$ cat config.mk
export PLATFORM = sky130hd
export DESIGN_NAME = qode_div_cell
export DESIGN_NICKNAME = d
export VERILOG_FILES = /design/src/qode_div_cell.sv
export VERILOG_INCLUDE_DIRS = /design/src /design/src/src
export SDC_FILE = /design/constraint.sdc
export NUM_CORES = 1
export LEC_CHECK = 0
export CAP_MARGIN = 20
export CORE_ASPECT_RATIO = 1.25
export CORE_MARGIN = 1.5
export CORE_UTILIZATION = 35
export CTS_BUF_LIST = sky130_fd_sc_hd__clkbuf_16
export DETAILED_ROUTE_END_ITERATION = 12
export DONT_BUFFER_PORTS = 1
export GPL_TIMING_DRIVEN = 1
export PLACE_DENSITY = 0.53
export SLEW_MARGIN = 20
export SYNTH_ARGS = -nofsm -noshare
export SYNTH_HDL_FRONTEND = slang
export SYNTH_SLANG_ARGS = --single-unit
$ cat constraint.sdc
create_clock -name i_clk -period 7.6 [get_ports i_clk]
set_input_delay 0.76 -clock i_clk [delete_from_list [all_inputs] [get_ports i_clk]]
set_output_delay 0.76 -clock i_clk [all_outputs]
set_load 0.02 [all_outputs]
$ cat src/assert_macros.svh
// assertion macros shared by the quintic offset decay rtl
// depends on nothing; included by modules that carry assertions
`ifndef ASSERT_MACROS_SVH
`define ASSERT_MACROS_SVH
`ifndef ASSERT_OFF
`define QODE_ASSERT(lbl, clk, rst_n, prop) \
    lbl: assert property (@(posedge clk) disable iff (!rst_n) prop) \
        else $error("assertion failed");
`define QODE_ASSERT_NEVER(lbl, clk, rst_n, cond) \
    lbl: assert property (@(posedge clk) disable iff (!rst_n) !(cond)) \
        else $error("assertion failed");
`else
`define QODE_ASSERT(lbl, clk, rst_n, prop)
`define QODE_ASSERT_NEVER(lbl, clk, rst_n, cond)
`endif
`endif

$ cat src/qode_div_cell.sv
// one restoring divide cell: one quotient bit per beat, registered
// depends on assert_macros.svh
`include "assert_macros.svh"

module qode_div_cell #(
    parameter int RW = 32,
    parameter int QW = 32,
    parameter int SW = 1
) (
    input  logic          i_clk,
    input  logic          i_rst_n,
    input  logic          i_valid,
    output logic          o_ready,
    input  logic [RW-1:0] i_rem,
    input  logic [QW-1:0] i_sh,
    input  logic [RW-1:0] i_div,
    input  logic [SW-1:0] i_side,
    output logic          o_valid,
    input  logic          i_ready,
    output logic [RW-1:0] o_rem,
    output logic [QW-1:0] o_sh,
    output logic [RW-1:0] o_div,
    output logic [SW-1:0] o_side
);

    logic          r_valid;
    logic [RW-1:0] r_rem, n_rem;
    logic [QW-1:0] r_sh, n_sh;
    logic [RW-1:0] r_div;
    logic [SW-1:0] r_side;
    logic [RW:0]   w_trial, w_diff;
    logic          w_ge;

    always_comb begin
        w_trial = {i_rem, i_sh[QW-1]};
        w_diff  = w_trial - {1'b0, i_div};
        w_ge    = w_trial >= {1'b0, i_div};
        n_rem   = w_ge ? w_diff[RW-1:0] : w_trial[RW-1:0];
        n_sh    = {i_sh[QW-2:0], w_ge};
    end

    assign o_ready = !r_valid || i_ready;

    always_ff @(posedge i_clk) begin
        if (!i_rst_n) begin
            r_valid <= 1'b0;
        end else if (o_ready) begin
            r_valid <= i_valid;
        end
    end

    always_ff @(posedge i_clk) begin
        if (o_ready) begin
            r_rem  <= n_rem;
            r_sh   <= n_sh;
            r_div  <= i_div;
            r_side <= i_side;
        end
    end

    assign o_valid = r_valid;
    assign o_rem   = r_rem;
    assign o_sh    = r_sh;
    assign o_div   = r_div;
    assign o_side  = r_side;

    // partial remainder stays below the divisor
    `QODE_ASSERT_NEVER(a_rem_below_div, i_clk, i_rst_n, r_valid && r_div != '0 && r_rem >= r_div)

endmodule

==> flow_summary.rst <==
.. list-table::
   :header-rows: 1

   * - Metric
     - Value
   * - Global routing usage summed across all routing layers
     - 15.34%
   * - Yosys warns
     - 0
   * - Filler cell count in the final layout
     - 1432
   * - Routed Wire Length
     - ~12 mm
   * - Summed instance area of the synthesized netlist
     - roughly 5100 um2
   * - Areal power density over the cells
     - 252.5 nW/um2
   * - Kind of launch point of the worst setup path
     - primary input
   * - Number of antenna violations at the first check in global routing
     - 0
   * - Area enclosed by the die boundary
     - roughly 15000 um2
   * - GRT overflow
     - 0
   * - Number of synthesized register bits
     - 98
   * - Count of boundary I/O pins
     - 200
   * - Total setup buffers inserted after CTS
     - 0
   * - Final Instance Count excl. Fillers
     - 623
   * - Reg2Reg Capture Point
     - o_rem[19]$_DFFE_PP_
   * - Slack of the worst reg-to-reg path
     - 5.62 ns
   * - Clock buffer count from CTS
     - 9
   * - Cell Rows
     - 49
   * - Required time of the critical path
     - 7.68 ns
   * - Via/cell ratio
     - 5.345
   * - Die boundary width
     - 111.4 um
   * - GR peak layer
     - met2
   * - Number of DRC violations after detailed routing
     - 0
   * - Pre-Repair DR Iteration Count
     - 4
   * - Number of pins with negative max-slew slack in the final report
     - 0
   * - Number of violations of the max-capacitance limit
     - 0
   * - Remaining number of nets flagged by the antenna check after routing
     - 0
   * - Clock transition at path regs
     - roughly 0.07 ns
   * - Library cell used as clock root buffer
     - sky130_fd_sc_hd__clkbuf_16
   * - Estimated wirelength of the detail-placed design
     - 9.248 mm
   * - H-tree levels
     - 3
   * - Hold violation count in the final report
     - 0
   * - Highest attainable clock frequency
     - 239.7 MHz
   * - Die outline height
     - around 140 um
   * - Placed Cells incl. Taps
     - 607
   * - Number of port buffers
     - 0
   * - Insertion delay of the later-clocked pin in the worst-skew pair
     - 0.33 ns
   * - Classification of the worst setup path
     - in -> reg
   * - Min setup slack post-route
     - 3.428 ns
   * - Vias in the first global route
     - 3528
   * - Core footprint
     - 14350 um2
   * - Post-CTS Resized
     - 0
   * - FF/Latch Area
     - 2933 um2
   * - Maximum vdd drop
     - 0.00009678 V
   * - Largest net degree at the start of global routing
     - 64
   * - Critical path capture point type
     - flip-flop
   * - Async set or reset register ratio after synthesis
     - 0%
   * - CTS Buffer Depth
     - 2
   * - Global routing usage on met1
     - 16.53%
   * - Total number of vias
     - 3330
   * - Final clock period utilization by the worst path
     - 54.90%
   * - Maximum fanout count along the critical path
     - 31
   * - Flip-flop cell with the highest count after synthesis
     - sky130_fd_sc_hd__edfxtp_1
   * - Logic depth of the worst register-to-register path
     - 2
   * - Post-Syn Area per Cell
     - 11.63 um2
   * - Critical path data arrival time
     - about 4.3 ns
   * - Leakage power figure
     - 2.222 nW
   * - Number of enable-type register cells in the synthesized netlist
     - 97
   * - Final Critical Period
     - 4.172 ns
   * - Placer's final routability congestion estimate
     - 0.8824
   * - Final TNS setup
     - 0 ns
   * - Clock Sink Count
     - just under 100
   * - Effective utilization at floorplan
     - 35.82%
   * - Fraction of layout cells with a size suffix above 1
     - 6.517%
   * - Hold buffer count at CTS
     - 0
   * - Global Route met2 Usage
     - 27.41%
   * - Post-synthesis sequential area ratio
     - between 50% and 60%
   * - Combined area of the multi-input logic cells
     - about 2000 um2
   * - First-pass GRT wire length
     - ~19 mm
   * - Nets@finish
     - 574
   * - Final routed wire length divided by cell count
     - 19.39 um
   * - Actual transition at the worst max-transition pin
     - just under 1 ns
   * - Status
     - finished, final reports clean
   * - Hold crit path type
     - in -> reg
   * - Maximum clock skew at final layout
     - about 0.0065 ns
   * - GR Layer Usage met3
     - between 6 and 7%
   * - Detailed Route Iter0 Violations
     - 229
   * - Critical path launch point
     - i_div[7]
   * - ANT cells
     - 0
   * - Synthesis-to-finish area growth
     - 8.595%
   * - Clock tree from TritonCTS
     - done
   * - Critical R2R Launch
     - o_valid$_SDFFE_PN0P_
   * - Max transition margin
     - 35.15%
   * - Post-place setup slack
     - 3.055 ns
   * - Final-report setup violation count
     - 0
   * - Cell variety after synth
     - between 40 and 50
   * - Crit path capture
     - o_rem[3]$_DFFE_PP_
   * - RSZ-0062 raised after global routing
     - false
   * - Post-Syn Nets
     - roughly 580
   * - Gate count after technology mapping
     - around 440
[placed cells by master (no fill, tap or decap), types with 3 or more instances in the layout]
master / n
sky130_fd_sc_hd__ha_1: 32
sky130_fd_sc_hd__nand3_1: 8
sky130_fd_sc_hd__inv_1: 40
sky130_fd_sc_hd__edfxtp_1: 97
sky130_fd_sc_hd__a211oi_1: 3
sky130_fd_sc_hd__xor2_1: 12
sky130_fd_sc_hd__o21bai_1: 3
sky130_fd_sc_hd__nand2b_1: 4
sky130_fd_sc_hd__o211ai_1: 4
sky130_fd_sc_hd__a21oi_1: 55
sky130_fd_sc_hd__nor2_1: 37
sky130_fd_sc_hd__o21a_1: 6
sky130_fd_sc_hd__a21o_1: 13
sky130_fd_sc_hd__o21ai_0: 15
sky130_fd_sc_hd__nand4_1: 7
sky130_fd_sc_hd__clkbuf_16: 9
sky130_fd_sc_hd__mux2_2: 6
sky130_fd_sc_hd__nand2_1: 28
sky130_fd_sc_hd__xnor2_1: 15
sky130_fd_sc_hd__nor4_1: 4
sky130_fd_sc_hd__clkinv_2: 3
sky130_fd_sc_hd__mux2_1: 4
[area by class of cell]
class                      instances  share of cell area (%)
tap                              178                   3.991
clock buffer                       9                   4.036
sequential                        98                   52.56
multi-input combinational        290                   35.74
inverter                          39                   2.623
clock inverter                     7                  0.7848
timing repair buffer               2                  0.2691
[kinds of logic after synthesis]
kind of cell / Yosys count / synth area share, %
AO/OA/AOI/OAI: 119 / 14.58
XOR/XNOR: 27 / 4.602
adder cells (fa/ha/maj): 33 / 8.181
buffers and inverters: 54 / 4.261
flip-flops: 98 / 57.07
multiplexers: 12 / 2.581
AND/OR/NAND/NOR: 99 / 8.717
[registers in the layout, summed over array words and instances (netlist names)]
signal and cells:
o_rem 32, o_side 1, o_valid 1, o_sh 32, o_div 32
[metal layers]
metal  vias to the layer above  wire [um]
li1                       1609          -
met1                      1553       4607
met2                       158       6305
met3                        10       1025
met4                         0        142
met5                         -          0
[report_power, final]
group	internal [mW]	total, mW	switching, mW
logic	0.0865	0.212	0.126
registers	0.675	0.777	0.103
clock network	0.222	0.420	0.198
[synth_stat cells (5+ instances only)]
library cell               number  area [um2]
sky130_fd_sc_hd__ha_1          32       400.4
sky130_fd_sc_hd__nor2_1        37       138.9
sky130_fd_sc_hd__a21o_1        13       97.59
sky130_fd_sc_hd__nand4_1        7       43.79
sky130_fd_sc_hd__o21ai_0       15       75.07
sky130_fd_sc_hd__inv_1         39       146.4
sky130_fd_sc_hd__xnor2_1       15       131.4
sky130_fd_sc_hd__mux2_2         6       67.56
sky130_fd_sc_hd__o21a_1         6       45.04
sky130_fd_sc_hd__clkbuf_1       8       30.03
sky130_fd_sc_hd__xor2_1        12       105.1
sky130_fd_sc_hd__a21oi_1       55       275.3
sky130_fd_sc_hd__nand2b_1       5       31.28
sky130_fd_sc_hd__edfxtp_1      97        2913
sky130_fd_sc_hd__nand2_1       28       105.1
sky130_fd_sc_hd__nand3_1        8       40.04
[worst min-delay path by stage]
stage	startpoint	endpoint	slack (ns)	cells past startpoint
6_report	i_div[26]	o_div[26]$_DFFE_PP_	0.51	0
5_1_grt	i_sh[20]	o_sh[21]$_DFFE_PP_	0.49	0
4_1_cts	i_div[20]	o_div[20]$_DFFE_PP_	0.50	0
3_5_place_dp	i_sh[1]	o_sh[2]$_DFFE_PP_	0.86	0
3_3_place_gp	i_sh[13]	o_sh[14]$_DFFE_PP_	0.86	0
2_1_floorplan	i_div[0]	o_div[0]$_DFFE_PP_	0.86	0
[critical path, stage by stage]
cell                       delay (ns)
sky130_fd_sc_hd__inv_1           0.02
sky130_fd_sc_hd__ha_1            0.40
sky130_fd_sc_hd__nand4_1         0.20
sky130_fd_sc_hd__or4_1           0.52
sky130_fd_sc_hd__a21oi_1         0.14
sky130_fd_sc_hd__nor3_1          0.08
sky130_fd_sc_hd__a211oi_2        0.24
sky130_fd_sc_hd__o21ai_2         0.17
sky130_fd_sc_hd__o31ai_4         0.84
sky130_fd_sc_hd__buf_4           0.47
sky130_fd_sc_hd__mux2_2          0.39
[through the flow]
stage                     util [%]  power (mW)  hold WS, ns  cell area (um2)
after global routing         38.90       1.481       0.4908             5580
after detailed placement     37.02       1.001       0.8589             5311
after floorplan                  -      0.9501       0.8589             5139
final                        38.90       1.409       0.5125             5580
after CTS                    38.90       1.432       0.4959             5580
after global placement       37.02       1.001       0.8589             5311
Power figures use the tool's default switching activity.
